[src/rtl/mtlp_pkg.sv]
// ----------------------------------------------------------------------------
// mtlp_pkg
// Shared constants, types and lookup functions for the meter telegram line
// parser: identifier texts, parse phases, line kinds, result targets.
// ----------------------------------------------------------------------------
package mtlp_pkg;

  // Number format
  localparam int FRAC_DIGITS = 3;
  localparam int VALUE_W     = 32;
  localparam int OUT_W       = VALUE_W + 1;

  // Room for acc * 10 plus the largest digit weight
  localparam int ACC_EXT_W   = ((VALUE_W > 24) ? VALUE_W : 24) + 4;
  localparam int FCOUNT_W    = (FRAC_DIGITS < 1) ? 1 : $clog2(FRAC_DIGITS + 1);

  // Identifier matching
  localparam int N_PREFIX    = 8;
  localparam int GAS_IDX     = 6;
  localparam int POS_W       = 5;
  localparam logic [POS_W-1:0] POS_MAX = '1;

  // Parse phases
  localparam int PHASE_W = 3;
  localparam logic [PHASE_W-1:0] PH_PREFIX = 3'd0;
  localparam logic [PHASE_W-1:0] PH_STAMP  = 3'd1;
  localparam logic [PHASE_W-1:0] PH_CLOSE  = 3'd2;
  localparam logic [PHASE_W-1:0] PH_OPEN   = 3'd3;
  localparam logic [PHASE_W-1:0] PH_SKIP   = 3'd4;
  localparam logic [PHASE_W-1:0] PH_INT    = 3'd5;
  localparam logic [PHASE_W-1:0] PH_FRAC   = 3'd6;
  localparam logic [PHASE_W-1:0] PH_DONE   = 3'd7;

  // Line kinds (1..4 energy registers, then power, gas)
  localparam int KIND_W = 4;
  localparam logic [KIND_W-1:0] KIND_NONE      = 4'd0;
  localparam logic [KIND_W-1:0] KIND_LAST_REG  = 4'd4;
  localparam logic [KIND_W-1:0] KIND_POWER_DEL = 4'd5;
  localparam logic [KIND_W-1:0] KIND_POWER_RET = 4'd6;

  // Result targets
  localparam int TARGET_W = 3;
  localparam logic [TARGET_W-1:0] TGT_POWER = 3'd4;
  localparam logic [TARGET_W-1:0] TGT_GAS   = 3'd5;

  // Character codes
  localparam logic [7:0] CH_TAB   = 8'h09;
  localparam logic [7:0] CH_CR    = 8'h0D;
  localparam logic [7:0] CH_SPACE = 8'h20;
  localparam logic [7:0] CH_LPAR  = 8'h28;
  localparam logic [7:0] CH_RPAR  = 8'h29;
  localparam logic [7:0] CH_DOT   = 8'h2E;
  localparam logic [7:0] CH_ZERO  = 8'h30;
  localparam logic [7:0] CH_NINE  = 8'h39;
  localparam logic [7:0] CH_E_UP  = 8'h45;
  localparam logic [7:0] CH_S_UP  = 8'h53;
  localparam logic [7:0] CH_W_UP  = 8'h57;
  localparam logic [7:0] CH_E_LO  = 8'h65;

  localparam logic [VALUE_W-1:0] VAL_MAX = '1;

  // Power of ten, used at elaboration and for small constant tables
  function automatic longint pow10(input int n);
    longint s;
    s = 1;
    for (int k = 0; k < n; k++) begin
      s = s * 10;
    end
    return s;
  endfunction

  localparam longint UNIT_SCALE = pow10(FRAC_DIGITS);

  // Weight of the fraction digit at position n (0 = tenths)
  function automatic logic [ACC_EXT_W-1:0] frac_scale(input logic [FCOUNT_W-1:0] n);
    logic [ACC_EXT_W-1:0] s;
    s = '0;
    for (int k = 0; k < FRAC_DIGITS; k++) begin
      if (n == FCOUNT_W'(k)) begin
        s = ACC_EXT_W'(pow10(FRAC_DIGITS - 1 - k));
      end
    end
    return s;
  endfunction

  // Identifier length
  function automatic logic [POS_W-1:0] prefix_len(input int idx);
    logic [POS_W-1:0] len;
    case (idx)
      GAS_IDX: len = 5'd11;
      7:       len = 5'd1;
      default: len = 5'd10;
    endcase
    return len;
  endfunction

  // Identifier character at a position (space padded, gated by length)
  function automatic logic [7:0] prefix_char(input int idx, input logic [POS_W-1:0] pos);
    logic [87:0] txt;
    logic [3:0]  p;
    logic [7:0]  ch;
    case (idx)
      0:       txt = "1-0:1.8.1( ";
      1:       txt = "1-0:1.8.2( ";
      2:       txt = "1-0:2.8.1( ";
      3:       txt = "1-0:2.8.2( ";
      4:       txt = "1-0:1.7.0( ";
      5:       txt = "1-0:2.7.0( ";
      GAS_IDX: txt = "0-1:24.2.1(";
      default: txt = "(          ";
    endcase
    p  = pos[3:0];
    ch = CH_SPACE;
    if (pos < 5'd11) begin
      ch = txt[8*(10 - int'(p)) +: 8];
    end
    return ch;
  endfunction

  typedef struct packed {
    logic [POS_W-1:0]    pos;
    logic [N_PREFIX-1:0] cands;
    logic [PHASE_W-1:0]  phase;
    logic [VALUE_W-1:0]  acc;
    logic [FCOUNT_W-1:0] fcount;
    logic                digit_seen;
    logic [KIND_W-1:0]   kind;
  } state_t;

  typedef struct packed {
    logic                emit;
    logic [TARGET_W-1:0] target;
    logic [OUT_W-1:0]    value;
  } result_t;

  localparam state_t STATE_RESET = '{
    pos:        '0,
    cands:      '1,
    phase:      PH_PREFIX,
    acc:        '0,
    fcount:     '0,
    digit_seen: 1'b0,
    kind:       KIND_NONE
  };

endpackage

[src/rtl/mtlp_if.sv]
// ----------------------------------------------------------------------------
// mtlp_in_if / mtlp_out_if
// Valid/ready channels for line characters and decoded readings.
// ----------------------------------------------------------------------------
interface mtlp_in_if;
  logic       valid;
  logic       ready;
  logic [7:0] char_code;
  logic       end_of_line;

  modport source (output valid, output char_code, output end_of_line, input ready);
  modport sink   (input valid, input char_code, input end_of_line, output ready);
endinterface

interface mtlp_out_if;
  import mtlp_pkg::*;
  logic                       valid;
  logic                       ready;
  logic [TARGET_W-1:0]        target;
  logic signed [OUT_W-1:0]    value;

  modport source (output valid, output target, output value, input ready);
  modport sink   (input valid, input target, input value, output ready);
endinterface

[src/rtl/mtlp_step.sv]
// ----------------------------------------------------------------------------
// mtlp_step
// Per-character next-state logic: identifier match, gas timestamp, decimal
// accumulate with saturation, and the line-end decision.
// ----------------------------------------------------------------------------
module mtlp_step (
  input  mtlp_pkg::state_t  cur,
  input  logic [7:0]        char_code,
  input  logic              end_of_line,
  output mtlp_pkg::state_t  nxt,
  output mtlp_pkg::result_t res
);
  import mtlp_pkg::*;

  state_t               upd;
  logic                 is_digit;
  logic                 is_blank;
  logic                 is_exp;
  logic [3:0]           digit;
  logic [ACC_EXT_W-1:0] acc_ext;
  logic [ACC_EXT_W-1:0] int_add;
  logic [ACC_EXT_W-1:0] int_sum;
  logic [ACC_EXT_W-1:0] frac_add;
  logic [ACC_EXT_W-1:0] frac_sum;
  logic [POS_W:0]       pos_inc;
  logic [VALUE_W-1:0]   int_acc;
  logic [VALUE_W-1:0]   frac_acc;

  // Classify the character
  assign is_digit = (char_code >= CH_ZERO) && (char_code <= CH_NINE);
  assign is_blank = (char_code == CH_SPACE) || ((char_code >= CH_TAB) && (char_code <= CH_CR));
  assign is_exp   = (char_code == CH_E_UP) || (char_code == CH_E_LO);
  assign digit    = 4'(char_code - CH_ZERO);
  assign pos_inc  = {1'b0, cur.pos} + 1'b1;

  // Integer digit: acc * 10 + d * unit, saturated
  assign acc_ext = ACC_EXT_W'(cur.acc);
  assign int_add = ACC_EXT_W'(digit) * ACC_EXT_W'(UNIT_SCALE);
  assign int_sum = (acc_ext << 3) + (acc_ext << 1) + int_add;
  assign int_acc = (int_sum > ACC_EXT_W'(VAL_MAX)) ? VAL_MAX : int_sum[VALUE_W-1:0];

  // Fraction digit: acc + d * weight, saturated
  assign frac_add = ACC_EXT_W'(digit) * frac_scale(cur.fcount);
  assign frac_sum = acc_ext + frac_add;
  assign frac_acc = (frac_sum > ACC_EXT_W'(VAL_MAX)) ? VAL_MAX : frac_sum[VALUE_W-1:0];

  // Advance the parse by one character
  always_comb begin
    upd = cur;
    case (cur.phase)
      PH_PREFIX: begin
        for (int i = 0; i < N_PREFIX; i++) begin
          if (cur.cands[i]) begin
            if ((cur.pos >= prefix_len(i)) || (prefix_char(i, cur.pos) != char_code)) begin
              upd.cands[i] = 1'b0;
            end else if (pos_inc == {1'b0, prefix_len(i)}) begin
              upd.kind  = KIND_W'(i + 1);
              upd.phase = (i == GAS_IDX) ? PH_STAMP : PH_SKIP;
            end
          end
        end
        if (cur.pos != POS_MAX) begin
          upd.pos = pos_inc[POS_W-1:0];
        end
        // Drop the line once no identifier can still match
        if ((upd.phase == PH_PREFIX) && (upd.cands == '0)) begin
          upd.kind  = KIND_NONE;
          upd.phase = PH_DONE;
        end
      end
      PH_STAMP: begin
        if (is_digit) begin
          upd.digit_seen = 1'b1;
        end else if (((char_code == CH_S_UP) || (char_code == CH_W_UP)) && cur.digit_seen) begin
          upd.digit_seen = 1'b0;
          upd.phase      = PH_CLOSE;
        end else begin
          upd.kind  = KIND_NONE;
          upd.phase = PH_DONE;
        end
      end
      PH_CLOSE: begin
        if (char_code == CH_RPAR) begin
          upd.phase = PH_OPEN;
        end else begin
          upd.kind  = KIND_NONE;
          upd.phase = PH_DONE;
        end
      end
      PH_OPEN: begin
        if (char_code == CH_LPAR) begin
          upd.phase = PH_SKIP;
        end else begin
          upd.kind  = KIND_NONE;
          upd.phase = PH_DONE;
        end
      end
      PH_SKIP, PH_INT, PH_FRAC: begin
        if ((cur.phase == PH_SKIP) && is_blank) begin
          upd = cur;
        end else if (is_digit && (cur.phase != PH_FRAC)) begin
          upd.digit_seen = 1'b1;
          upd.acc        = int_acc;
          upd.phase      = PH_INT;
        end else if (is_digit) begin
          upd.digit_seen = 1'b1;
          // Truncate digits beyond the kept fraction
          if (cur.fcount < FCOUNT_W'(FRAC_DIGITS)) begin
            upd.acc    = frac_acc;
            upd.fcount = cur.fcount + 1'b1;
          end
        end else if ((char_code == CH_DOT) && (cur.phase != PH_FRAC)) begin
          upd.phase = PH_FRAC;
        end else begin
          // End of number; no digits or an exponent invalidates the line
          if (!cur.digit_seen || is_exp) begin
            upd.kind = KIND_NONE;
          end
          upd.phase = PH_DONE;
        end
      end
      default: begin
        upd = cur;
      end
    endcase
  end

  // Decide at line end and restart
  always_comb begin
    res.emit   = 1'b0;
    res.target = TARGET_W'(upd.kind - 1'b1);
    res.value  = {1'b0, upd.acc};
    nxt        = upd;
    if (end_of_line) begin
      nxt = STATE_RESET;
      if ((upd.kind != KIND_NONE) && upd.digit_seen && (upd.phase >= PH_SKIP)) begin
        if (upd.kind <= KIND_LAST_REG) begin
          res.emit = 1'b1;
        end else if ((upd.kind == KIND_POWER_DEL) || (upd.kind == KIND_POWER_RET)) begin
          res.emit   = (upd.acc != '0);
          res.target = TGT_POWER;
          if (upd.kind == KIND_POWER_RET) begin
            res.value = OUT_W'(0) - {1'b0, upd.acc};
          end
        end else begin
          res.emit   = 1'b1;
          res.target = TGT_GAS;
        end
      end
    end
  end

endmodule

[src/rtl/meter_telegram_line_parser.sv]
// ----------------------------------------------------------------------------
// meter_telegram_line_parser
// Takes one byte of a smart-meter telegram line per item, end_of_line on the
// last byte, and yields at most one reading per line: energy registers
// (deliver/return, low/high tariff), present power (signed, zero dropped) or
// gas, in exact thousandths saturated at 2^32-1. One byte is accepted every
// clock cycle unless a result waits untaken; a result is offered once its line's
// last byte has passed the input register, the per-byte step and the result
// register. While a result waits, the block takes one more byte into its
// input register and then stalls until the result is taken.
// ----------------------------------------------------------------------------
module meter_telegram_line_parser (
  input logic      clk,
  input logic      rst_n,
  mtlp_in_if.sink  in_ch,
  mtlp_out_if.source out_ch
);
  import mtlp_pkg::*;

  logic                s1_valid_r;
  logic [7:0]          s1_char_r;
  logic                s1_eol_r;
  logic                s1_adv;
  state_t              state_r;
  state_t              state_nxt;
  result_t             res;
  logic                out_valid_r;
  logic [TARGET_W-1:0] out_target_r;
  logic [OUT_W-1:0]    out_value_r;

  // Advance the held item when the result slot is free or draining
  assign s1_adv      = s1_valid_r && (!out_valid_r || out_ch.ready);
  assign in_ch.ready = !s1_valid_r || s1_adv;

  // Input register
  always_ff @(posedge clk) begin
    if (!rst_n) begin
      s1_valid_r <= 1'b0;
    end else if (in_ch.ready) begin
      s1_valid_r <= in_ch.valid;
    end
  end

  always_ff @(posedge clk) begin
    if (in_ch.valid && in_ch.ready) begin
      s1_char_r <= in_ch.char_code;
      s1_eol_r  <= in_ch.end_of_line;
    end
  end

  // Per-byte parse step
  mtlp_step u_step (
    .cur         (state_r),
    .char_code   (s1_char_r),
    .end_of_line (s1_eol_r),
    .nxt         (state_nxt),
    .res         (res)
  );

  // Line state
  always_ff @(posedge clk) begin
    if (!rst_n) begin
      state_r <= STATE_RESET;
    end else if (s1_adv) begin
      state_r <= state_nxt;
    end
  end

  // Result register
  always_ff @(posedge clk) begin
    if (!rst_n) begin
      out_valid_r <= 1'b0;
    end else if (s1_adv) begin
      out_valid_r <= res.emit;
    end else if (out_ch.ready) begin
      out_valid_r <= 1'b0;
    end
  end

  always_ff @(posedge clk) begin
    if (s1_adv && res.emit) begin
      out_target_r <= res.target;
      out_value_r  <= res.value;
    end
  end

  assign out_ch.valid  = out_valid_r;
  assign out_ch.target = out_target_r;
  assign out_ch.value  = out_value_r;

  // No line kind while still matching the identifier
  a_kind_in_prefix: assert property (@(posedge clk) disable iff (!rst_n)
    (state_r.phase == PH_PREFIX) |-> (state_r.kind == KIND_NONE))
    else $error("line kind set during identifier match");

  // Line state restarts after the last byte of a line
  a_line_restart: assert property (@(posedge clk) disable iff (!rst_n)
    (s1_adv && s1_eol_r) |=>
      ((state_r.phase == PH_PREFIX) && (state_r.pos == '0) && (state_r.acc == '0)))
    else $error("line state not cleared at line end");

  // Present power of zero never leaves the block
  a_power_nonzero: assert property (@(posedge clk) disable iff (!rst_n)
    (out_valid_r && (out_target_r == TGT_POWER)) |-> (out_value_r != '0))
    else $error("zero present power emitted");

  // Only present power may be negative
  a_sign_power_only: assert property (@(posedge clk) disable iff (!rst_n)
    (out_valid_r && out_value_r[OUT_W-1]) |-> (out_target_r == TGT_POWER))
    else $error("negative value on a non-power target");

  // Fraction digit count stays within the kept digits
  a_fcount_range: assert property (@(posedge clk) disable iff (!rst_n)
    state_r.fcount <= FCOUNT_W'(FRAC_DIGITS))
    else $error("fraction digit count overrun");

endmodule

[src/flat_wrapper.sv]
// flat-port wrapper written by rule: the top's interface ports become plain ports
module meter_telegram_line_parser_flat import mtlp_pkg::*;
  (clk, rst_n, in_ch_valid, in_ch_char_code, in_ch_end_of_line, in_ch_ready, out_ch_valid, out_ch_target, out_ch_value, out_ch_ready);
  mtlp_in_if in_ch_i ();
  mtlp_out_if out_ch_i ();
  input logic clk;
  input logic rst_n;
  input wire logic [$bits(in_ch_i.valid)-1:0] in_ch_valid;
  input wire logic [$bits(in_ch_i.char_code)-1:0] in_ch_char_code;
  input wire logic [$bits(in_ch_i.end_of_line)-1:0] in_ch_end_of_line;
  output wire logic [$bits(in_ch_i.ready)-1:0] in_ch_ready;
  output wire logic [$bits(out_ch_i.valid)-1:0] out_ch_valid;
  output wire logic [$bits(out_ch_i.target)-1:0] out_ch_target;
  output wire logic [$bits(out_ch_i.value)-1:0] out_ch_value;
  input wire logic [$bits(out_ch_i.ready)-1:0] out_ch_ready;
  assign in_ch_i.valid = in_ch_valid;
  assign in_ch_i.char_code = in_ch_char_code;
  assign in_ch_i.end_of_line = in_ch_end_of_line;
  assign in_ch_ready = in_ch_i.ready;
  assign out_ch_valid = out_ch_i.valid;
  assign out_ch_target = out_ch_i.target;
  assign out_ch_value = out_ch_i.value;
  assign out_ch_i.ready = out_ch_ready;
  meter_telegram_line_parser u_core (.clk(clk), .rst_n(rst_n), .in_ch(in_ch_i), .out_ch(out_ch_i));
endmodule
[config.mk]
export PLATFORM = sky130hd
export DESIGN_NAME = meter_telegram_line_parser_flat
export DESIGN_NICKNAME = d
export VERILOG_FILES = /design/src/rtl/mtlp_pkg.sv /design/src/rtl/mtlp_if.sv /design/src/rtl/mtlp_step.sv /design/src/rtl/meter_telegram_line_parser.sv /design/src/flat_wrapper.sv
export SDC_FILE = /design/constraint.sdc
export NUM_CORES = 1
export LEC_CHECK = 0
export ABC_AREA = 0
export BUFFER_PORTS_ARGS = -buffer_cell sky130_fd_sc_hd__buf_4
export CORE_MARGIN = 2
export CORE_UTILIZATION = 50
export CTS_CLUSTER_DIAMETER = 40
export CTS_CLUSTER_SIZE = 12
export DETAILED_ROUTE_END_ITERATION = 6
export GPL_ROUTABILITY_DRIVEN = 1
export GPL_TIMING_DRIVEN = 0
export PLACE_DENSITY = 0.69
export SLEW_MARGIN = 20
export SYNTH_ARGS = -nofsm -noshare
export SYNTH_HDL_FRONTEND = slang
export SYNTH_SLANG_ARGS = --single-unit
[constraint.sdc]
create_clock -name clk -period 9.13 [get_ports clk]
set_input_delay 0.913 -clock clk [delete_from_list [all_inputs] [get_ports clk]]
set_output_delay 0.913 -clock clk [all_outputs]
set_load 0.01 [all_outputs]
* Word level (Yosys, flattened, before mapping) *
Cells that the tools add are included.
W data, S select, Z words.

word-level totals
  memory bits (writable) = 0
  word-level logic and storage cells = 342
  memory bits (read-only) = 0
  output and inout port bits = 38
  bits of input ports = 13
  memories kept = 0
  latch bits = 0
  bits in registers = 102

operators by class
  order comparisons = 18
  multipliers = 2
  bitwise operators = 4
  shifts and indexed selects = 8
  divide/modulo/power cells = 0
  $add $sub $neg = 9
  mux-type cells = 202
  equality and inequality tests = 38
  reductions and logical operators = 47

operator list
  operator                 count
  $mux W88                 16
  $shiftx A88 B8 Y8        8
  $mux W5                  41
  $mux W8                  24
  $mux W4                  39
  $mux W3                  31
  $mux W37                 2
  $gt A36 B32 Y1 const B   2
  $mux W35                 2
  $mux W34                 2
  $mux W33                 2
  $mux W32                 2
  $ne A8 B8 Y1             8
  $mux W55                 1
  $eq A6 B5 Y1             8
  $mux W42                 1
  $ge A5 B5 Y1             8
  $add A32 B36 Y36         1
  $add A35 B33 Y36         1
  $add A36 B14 Y36         1
  $mul A4 B36 Y36          1
  $mux W36                 1
  $sub A1 B32 Y33 const A  1
  $eq A8 B6 Y1 const B     4
  46 further kinds         121

* Logic depth before layout (Yosys ltp) *
Gate-level depths: netlist of the first run.

  depth in word-level cells = 51
  mapped depth = 33
  gate-level depth less buffers = 31

* By module *
Synthesis of the first run repeated with hierarchy kept, for this count alone.

second synthesis, totals
  cell total of the unflattened synthesis = 1,603
  area total of the unflattened synthesis = 12,574.6 um^2

modules (own cells, without submodules)
  module                      cells an instance  area an instance (um^2)  instances  sequential area each (um^2)
  mtlp_step                   1,305              8,906.0                  1          0.0
  meter_telegram_line_parser  298                3,668.5                  1          2,492.4

* Worst setup path before layout of the first run *
Ideal clock, no wire load.

  kind = reg2reg
  from = reg u_core.s1_char_r[2]
  to = reg u_core.out_target_r[0] (netlist: u_core.out_ch.target[0]), enable pin
  buffers on the path = 2
  stages on the path, launching flop included = 32
  slack = -0.051 ns
  period minus slack after synthesis = 9.181 ns
  arrival = 8.739 ns
  cells stage by stage = edfxtp_1 fa_1 inv_1 fa_1 inv_1 ha_1 a21oi_1 o21bai_1 a21oi_1 o21ai_0 a21oi_1 xor2_1 fa_1 inv_1 ha_1 a21oi_1 o21ai_1 a2111oi_0 a211o_1 a211oi_1 o21a_1 o211ai_1 clkbuf_1 clkbuf_1 o21ai_0 ha_1 nand2_1 a311oi_1 nand4_1 nor4_2 a31o_1 a21oi_1

between the ends
  cells in the longest elaborated chain, start to end = 40
  elaborated cells on any way between the ends = 166
  those cells by class = add/sub: 3; mul: 2; order compare: 8; eq/ne: 18; mux: 108; reduce/logical: 27

ends and longest elaborated chain
  item                                                      line                              text
  start: declaration                                        meter_telegram_line_parser.sv:21  logic [7:0] s1_char_r;
  start signal: assignment                                  meter_telegram_line_parser.sv:46  s1_char_r <= in_ch.char_code;
  branches (longest 37 deep; another with $mul A4 B36 Y36)  n/a
  $mux W37 (*)                                              mtlp_step.sv:136                  if ((upd.kind != KIND_NONE) && upd.digit_seen && (upd.phase >= PH_SKIP)) begin
  $mux W37 (*)                                              mtlp_step.sv:134                  if (end_of_line) begin
  $logic_and A1 B1 Y1 (*)                                   meter_telegram_line_parser.sv:81  if (s1_adv && res.emit) begin
  end signal: assignment                                    meter_telegram_line_parser.sv:82  out_target_r <= res.target;
  end: declaration                                          meter_telegram_line_parser.sv:28  logic [TARGET_W-1:0] out_target_r;

Every way passes the cells marked *. The select of a mux whose other input is x is not followed.
A chain may end at the register's enable or synchronous reset.

* Worst setup path after layout of the first run *
  from = reg u_core.s1_char_r[1]
  to = reg u_core.out_value_r[18] (netlist: u_core.out_ch.value[18]), enable pin

between the ends
  cells in the longest elaborated chain, start to end = 40
  elaborated cells on any way between the ends = 166
  those cells by class = add/sub: 3; mul: 2; order compare: 8; eq/ne: 18; mux: 108; reduce/logical: 27

ends and longest elaborated chain
  item                                                      line                              text
  branches (longest 37 deep; another with $mul A4 B36 Y36)  n/a
  $mux W37 (*)                                              mtlp_step.sv:136
  $mux W37 (*)                                              mtlp_step.sv:134
  $logic_and A1 B1 Y1 (*)                                   meter_telegram_line_parser.sv:81
  end signal: assignment                                    meter_telegram_line_parser.sv:83  out_value_r <= res.value;
  end: declaration                                          meter_telegram_line_parser.sv:29  logic [OUT_W-1:0] out_value_r;

Marked as above.

==> results of run 1 <==
## metrics by stage
stage | cells | cell area [um2] | TNS, ps | setup slack [ps]
floorplan | 1532 | 12100 | 0 | 744
global placement | 1900 | 12900 | -80380 | -1990
detailed placement | 1902 | 12900 | -62350 | -1590
CTS | 1928 | 13400 | 0 | 49.3
global route | 1935 | 13500 | -117 | -13.5
finish | 1935 | 13500 | 0 | 399
## worst max-delay path, delay by kind of cell (launching register included)
family	cells	cell delay, ps
xor gates and xnor gates	1	280
DFF	1	480
and+or+nand+nor	5	1170
adders and majority gates	6	2480
buffers and inverters	7	1010
AOI/OAI and AO/OA	14	3040
## cells in the final DEF, fill, tap and decap left out, drive strengths merged, types with 15 or more instances in the layout
cell type	count
a21o	15
o22ai	25
nor2b	46
o21ai	99
edfxtp	45
xnor2	51
nand3	38
nor3	45
dfxtp	57
buf	93
o211ai	19
fa	33
a21oi	117
o21a	25
xor2	34
and2	44
clkbuf	56
and3	21
a31oi	27
inv	110
nand2	118
nor2	105
ha	107
a22oi	21
## logic make-up after synthesis
group / after synthesis / share of synthesized area (%)
flops: 102 / 20.6
compound gates: 480 / 26.4
fa+ha+maj: 140 / 16.5
simple gates: 530 / 23.5
buf+inv: 184 / 6.03
xor+xnor: 85 / 6.14
mux: 11 / 0.939
## registers in the layout, summed over array words and instances (netlist names)
name                  flops
u_core.out_ch.target      3
u_core.out_ch.value      33
u_core.s1_char_r          8
u_core.state_r           55
u_core.out_ch.valid       1
u_core.s1_valid_r         1
u_core.s1_eol_r           1
## cell usage after synthesis (27+ instances only)
cell type | count | area share [%]
and2_1 | 43 | 2.2
fa_1 | 33 | 5.4
nor2_1 | 103 | 3.2
a31oi_1 | 27 | 1.4
a21oi_1 | 115 | 4.7
edfxtp_1 | 45 | 11
ha_1 | 107 | 11
nor3_1 | 44 | 1.8
xor2_1 | 34 | 2.5
xnor2_1 | 51 | 3.7
nand3_1 | 38 | 1.6
clkbuf_1 | 50 | 1.5
o21ai_0 | 94 | 3.9
nand2_1 | 118 | 3.7
nor2b_1 | 46 | 2.4
dfxtp_1 | 57 | 9.4
inv_1 | 110 | 3.4
## cell type report
type                            count  area, um2  share of cell area [%]
Clock inverter                      7       93.8                   0.696
Buffer                             70        315                    2.34
Clock buffer                        9        225                    1.67
Sequential cell                   102       2490                    18.5
Tap cell                          319        399                    2.96
Multi-Input combinational cell   1246       9000                    66.7
Inverter                          112        424                    3.14
Timing Repair Buffer               70        541                    4.01
## worst paths after layout
kind	from	to	slack [ps]	cells after the start
worst max register to register	u_core.s1_char_r[1]	u_core.out_ch.value[18]	400	33
worst max-delay path	u_core.s1_char_r[1]	u_core.out_ch.value[18]	400	33
worst min-delay path	u_core.state_r[49]	u_core.state_r[49]	510	2
worst min register to register	u_core.state_r[49]	u_core.state_r[49]	510	2
## per-layer routing
layer,GRT usage (%),part of all wire [%]
met4,12.5,4.5
met5,0,0
met3,3.77,7.1
met1,43.2,44
met2,50.4,45
## power groups by stage
stage	Combinational [mW]	Sequential [mW]	Clock, mW
5_1_grt	0.375	0.487	0.436
3_5_place_dp	0.314	0.499	0
3_3_place_gp	0.307	0.499	0
2_1_floorplan	0.231	0.495	0
6_report	0.339	0.486	0.418
4_1_cts	0.325	0.486	0.420
## repair_timing
action / 4_1_cts / 5_1_grt
resized for setup: 11 / 12
setup buffers: 11 / 8
endpoints found under the setup margin: 50 / 44
pin swaps: 2 / 4
==> reports/results.tsv, run 1 <==
stage	metric	value	unit
status	status	finished clean	
layout	share of the core filled with cells	57.1	%
cts	clock tree buffer depth	2	
power_and_ir_drop	logic gate share of total power	27.2	%
synth	Seq/Total Area, Yosys	20.6	%
synth	Primary FF master, synth	dfxtp_1	
worst_setup_path	Crit-path slowest cell	fa_2	
power_and_ir_drop	worst vdd ir	0.0890	mV
power_and_ir_drop	Overall Power	1.24	mW
detailed_routing	post-DR vias/cell	6.35	
synth	synthesized instance count	1532	
timing	Slew Viols, Final	0	
power_and_ir_drop	NetSw	0.446	mW
layout	fillers	2264	
cts	TritonCTS clock tree	yes	
worst_setup_path	crit path launch type	flip-flop	
die	IO Count	51	
placed_design	Buffers on Ports	49	
die	total core area	23600	um2
layout	area added between synthesis and finish	11.2	%
detailed_routing	Routed WL	40400	um
global_routing	total global-route track usage	31.4	%
worst_setup_path	Arr. time, crit path	8850	ps
synth	Yosys cell types	99	
worst_setup_path	CP max stage delay	660	ps
detailed_routing	TritonRoute pass-1 iters	5	
power_and_ir_drop	Reg power frac	39.1	%
die	Die ar.	25500	um2
cts	CTS buffer count	9	
layout	Diodes inserted	0	
placed_design	Detail Placement HPWL	31900	um
layout	layout cells sized above 1	9.41	%
cts	CTS root buf	clkbuf_16	
synth	Synth Cell Area	12100	um2
die	die width	160	um
synth	Post-synth EDFFs	45	
timing	Hold WS	513	ps
placed_design	final estimated routing congestion in global placement	0.966	
timing	final-report hold violation count	0	
synth	Async SR Flop Fraction	0	%
detailed_routing	DR DRC count	0	
cts	hold buffer count at CTS	0	
layout	Post-layout nets	1764	
power_and_ir_drop	switch share	35.8	%
timing	post-route minimum period	8730	ps
timing	Final Cycle Share	95.6	%
die	Starting Density	51.4	%
worst_setup_path	Worst setup EP type	flip-flop	
detailed_routing	average wire per standard cell	20.9	um
global_routing	initial antenna violation count	0	
synth	Mean Syn Cell Area	7.92	um2
power_and_ir_drop	Pwr per Cell Area	92.2	nW/um2
power_and_ir_drop	Clock power frac	33.7	%
power_and_ir_drop	Leakage	5.63	nW
worst_setup_path	Crit path required time	9250	ps
global_routing	number of global-route vias before repair	11400	
cts	Clock transition at path regs	90	ps
cts	clk sinks	102	
detailed_routing	DRT iter0 DRCs	1185	
timing	Layout Skew	20.4	ps
power_and_ir_drop	Int Power	0.798	mW
timing	# setup viols final	0	
detailed_routing	routed vias	12300	
timing	fmax	0.115	GHz
worst_setup_path	Max FO, Critical Path	19	
cts	Worst-Skew Late Latency	370	ps
hold_path	HP Class	flip-flop to flip-flop	
worst_setup_path	CP Class	flip-flop to flip-flop	
global_routing	first-pass GRT wire length	64100	um
flow_run	MaxCap Viol Count	0	
synth	Yosys warning total	0	
global_routing	pin count of the biggest net entering global routing	22	
die	Rows	56	
die	die height	160	um
timing	Slew HR	27.4	%
synth	post-synthesis sequential element count	102	
detailed_routing	Antenna Violating Nets Remaining	0	
timing	slew at the pin with the worst max-slew slack	1080	ps
cts	H-tree levels	3	
global_routing	grt ovf	0	
synth	syn nets	1685	
No activity file was read; power rests on OpenSTA's default activity.
==> run 2, diff against run 1 <==
--- a/config.mk
+++ b/config.mk
@@ -6,7 +6,8 @@
 export NUM_CORES = 1
 export LEC_CHECK = 0
 export ABC_AREA = 0
-export BUFFER_PORTS_ARGS = -buffer_cell sky130_fd_sc_hd__buf_4
+export BUFFER_PORTS_ARGS = -buffer_cell sky130_fd_sc_hd__clkbuf_2
+export CORE_ASPECT_RATIO = 1.2
 export CORE_MARGIN = 2
 export CORE_UTILIZATION = 50
 export CTS_CLUSTER_DIAMETER = 40
==> reports/results.tsv, run 2 (synthesized netlist as in run 1, its figures left out) <==
stage	metric	value	unit
die	total core area	23900	um2
worst_setup_path	worst path buffer plus inverter count	7	
global_routing	number of global-route vias before repair	11700	
power_and_ir_drop	worst vdd ir	0.0916	mV
detailed_routing	post-DR vias/cell	6.30	
detailed_routing	DR DRC count	0	
flow_run	MaxCap Viol Count	0	
layout	most frequent cells in the layout	nand2_1 (118), a21oi_1 (114), inv_1 (110), ha_1 (107), nor2_1 (103)	
power_and_ir_drop	Pwr per Cell Area	93.1	nW/um2
worst_setup_path	CP max stage delay	660	ps
timing	fmax	0.115	GHz
power_and_ir_drop	switch share	34.1	%
layout	Biggest register	u_core.state_r	
cts	TritonCTS clock tree	yes	
layout	layout cells sized above 1	8.70	%
detailed_routing	TritonRoute pass-1 iters	5	
power_and_ir_drop	Overall Power	1.24	mW
placed_design	final estimated routing congestion in global placement	0.985	
power_and_ir_drop	Reg power frac	39.3	%
cts	Clock transition at path regs	80	ps
power_and_ir_drop	NetSw	0.422	mW
die	Starting Density	50.8	%
worst_setup_path	CP Class	flip-flop to flip-flop	
worst_setup_path	crit path launch type	flip-flop	
layout	most common cell after layout, fill and taps aside	nand2_1	
timing	Layout Skew	22.6	ps
timing	Final Cycle Share	95.3	%
worst_setup_path	Max FO, Critical Path	22	
hold_path	Hold Startpoint	u_core.state_r[48]	
detailed_routing	routed vias	12200	
placed_design	Buffers on Ports	49	
worst_setup_path	Reg2Reg Launch Point	u_core.s1_char_r[1]	
detailed_routing	Antenna Violating Nets Remaining	0	
placed_design	Post-Place Setup Slack	-1530	ps
placed_design	Detail Placement HPWL	33200	um
power_and_ir_drop	Clock power frac	34.0	%
worst_setup_path	Reg2Reg Depth	33	
timing	final-report hold violation count	0	
global_routing	total global-route track usage	31.8	%
timing	slew at the pin with the worst max-slew slack	1100	ps
cts	H-tree levels	3	
cts	Worst-Skew Late Latency	380	ps
worst_setup_path	r2r endpoint	u_core.out_ch.value[6]	
die	die width	146	um
worst_setup_path	Arr. time, crit path	8820	ps
hold_path	Hold Path End	u_core.state_r[48]	
die	die height	175	um
hold_path	worst hold path depth	2	
detailed_routing	Routed WL	41100	um
worst_setup_path	Crit path required time	9250	ps
timing	setup TNS	0	ps
power_and_ir_drop	Leakage	5.57	nW
status	status	finished clean	
global_routing	grt ovf	0	
cts	clk sinks	102	
timing	post-route minimum period	8700	ps
die	Die ar.	25500	um2
detailed_routing	average wire per standard cell	21.3	um
hold_path	HP Class	flip-flop to flip-flop	
worst_setup_path	reg2reg setup slack	430	ps
timing	Slew HR	26.0	%
layout	Diodes inserted	0	
layout	area added between synthesis and finish	9.61	%
timing	setup ws final	429	ps
worst_setup_path	CP delay by family, top	compound AO/OA/AOI/OAI gates	
layout	share of the core filled with cells	55.6	%
worst_setup_path	Worst setup EP type	flip-flop	
die	IO Count	51	
placed_design	placed insts	1903	
timing	Slew Viols, Final	0	
detailed_routing	DRT iter0 DRCs	954	
die	Rows	62	
timing	# setup viols final	0	
global_routing	initial antenna violation count	0	
cts	hold buffer count at CTS	0	
cts	clock tree buffer depth	2	
layout	Non-Filler Instances	1929	
worst_setup_path	Crit-path slowest cell	fa_1	
layout	Post-layout nets	1757	
global_routing	pin count of the biggest net entering global routing	23	
global_routing	first-pass GRT wire length	63900	um
cts	CTS root buf	clkbuf_16	
layout	Largest register FFs	55	
power_and_ir_drop	Int Power	0.816	mW
power_and_ir_drop	logic gate share of total power	26.8	%
cts	CTS buffer count	9	
-- run 2: changes by cell type in the layout (fill, tap and decap cells not counted), sizes merged --
cell    previous run  this run
inv              110       113
clkinv             8         4
clkbuf            56       105
bufinv             0         1
buf               93        37
-- run 2: final cells by class --
type / instances / area (um2)
well taps: 320 / 400
multi-input cells: 1246 / 8980
fillers: 2351 / 10600
plain buffers: 70 / 312
repair buffers: 63 / 370
clock inverters: 7 / 91.3
flip-flops and latches: 102 / 2490
clock buffers: 9 / 225
inverters: 112 / 420
-- run 2: routing by layer --
| layer | vias up | part of all wire [%] | GRT usage [%] |
|---|---|---|---|
| met5 | - | 0 | 0 |
| met4 | 0 | 6.6 | 19.9 |
| met3 | 135 | 5.1 | 2.90 |
| met2 | 506 | 49 | 56.0 |
| met1 | 5755 | 39 | 37.4 |
| li1 | 5763 | - | - |
-- run 2: power groups by stage --
| stage | registers [mW] | clock network [mW] | logic [mW] |
|---|---|---|---|
| after floorplan | 0.495 | 0 | 0.231 |
| after global placement | 0.499 | 0 | 0.307 |
| after detailed placement | 0.499 | 0 | 0.312 |
| after CTS | 0.486 | 0.424 | 0.323 |
| after global routing | 0.486 | 0.443 | 0.368 |
| final | 0.486 | 0.420 | 0.332 |
-- run 2: how the worst max path moves through the flow --
stage / slack (ps) / startpoint / cells after the start / to
final: 430 / u_core.s1_char_r[1] / 33 / u_core.out_ch.value[6]
after global placement: -1960 / u_core.s1_char_r[0] / 32 / u_core.out_ch.value[11]
after global routing: -30 / u_core.s1_char_r[1] / 32 / u_core.out_ch.value[7]
after floorplan: 740 / u_core.s1_char_r[2] / 31 / u_core.out_ch.target[0]
after CTS: 80 / u_core.s1_char_r[1] / 33 / u_core.out_ch.value[5]
after detailed placement: -1530 / u_core.s1_char_r[0] / 33 / u_core.out_ch.value[5]
-- run 2: through the flow --
stage                     hold slack [ps]  area, um2
after floorplan                       452      12100
after global placement                481      12800
after detailed placement              489      12800
after CTS                             509      13200
after global routing                  545      13300
final                                 510      13300
-- run 2: tightest hold or removal path: cells and delay by family (launching register included) --
kind               cells  cell delay [ps]
and+or+nand+nor        1               60
AOI/OAI and AO/OA      1               80
DFF                    1              340
-- run 2: timing repair --
item                                    4_1_cts  5_1_grt
pin swaps                                     2        1
setup buffers                                10        2
gates resized for setup                       8        8
endpoints found under the setup margin       50       43
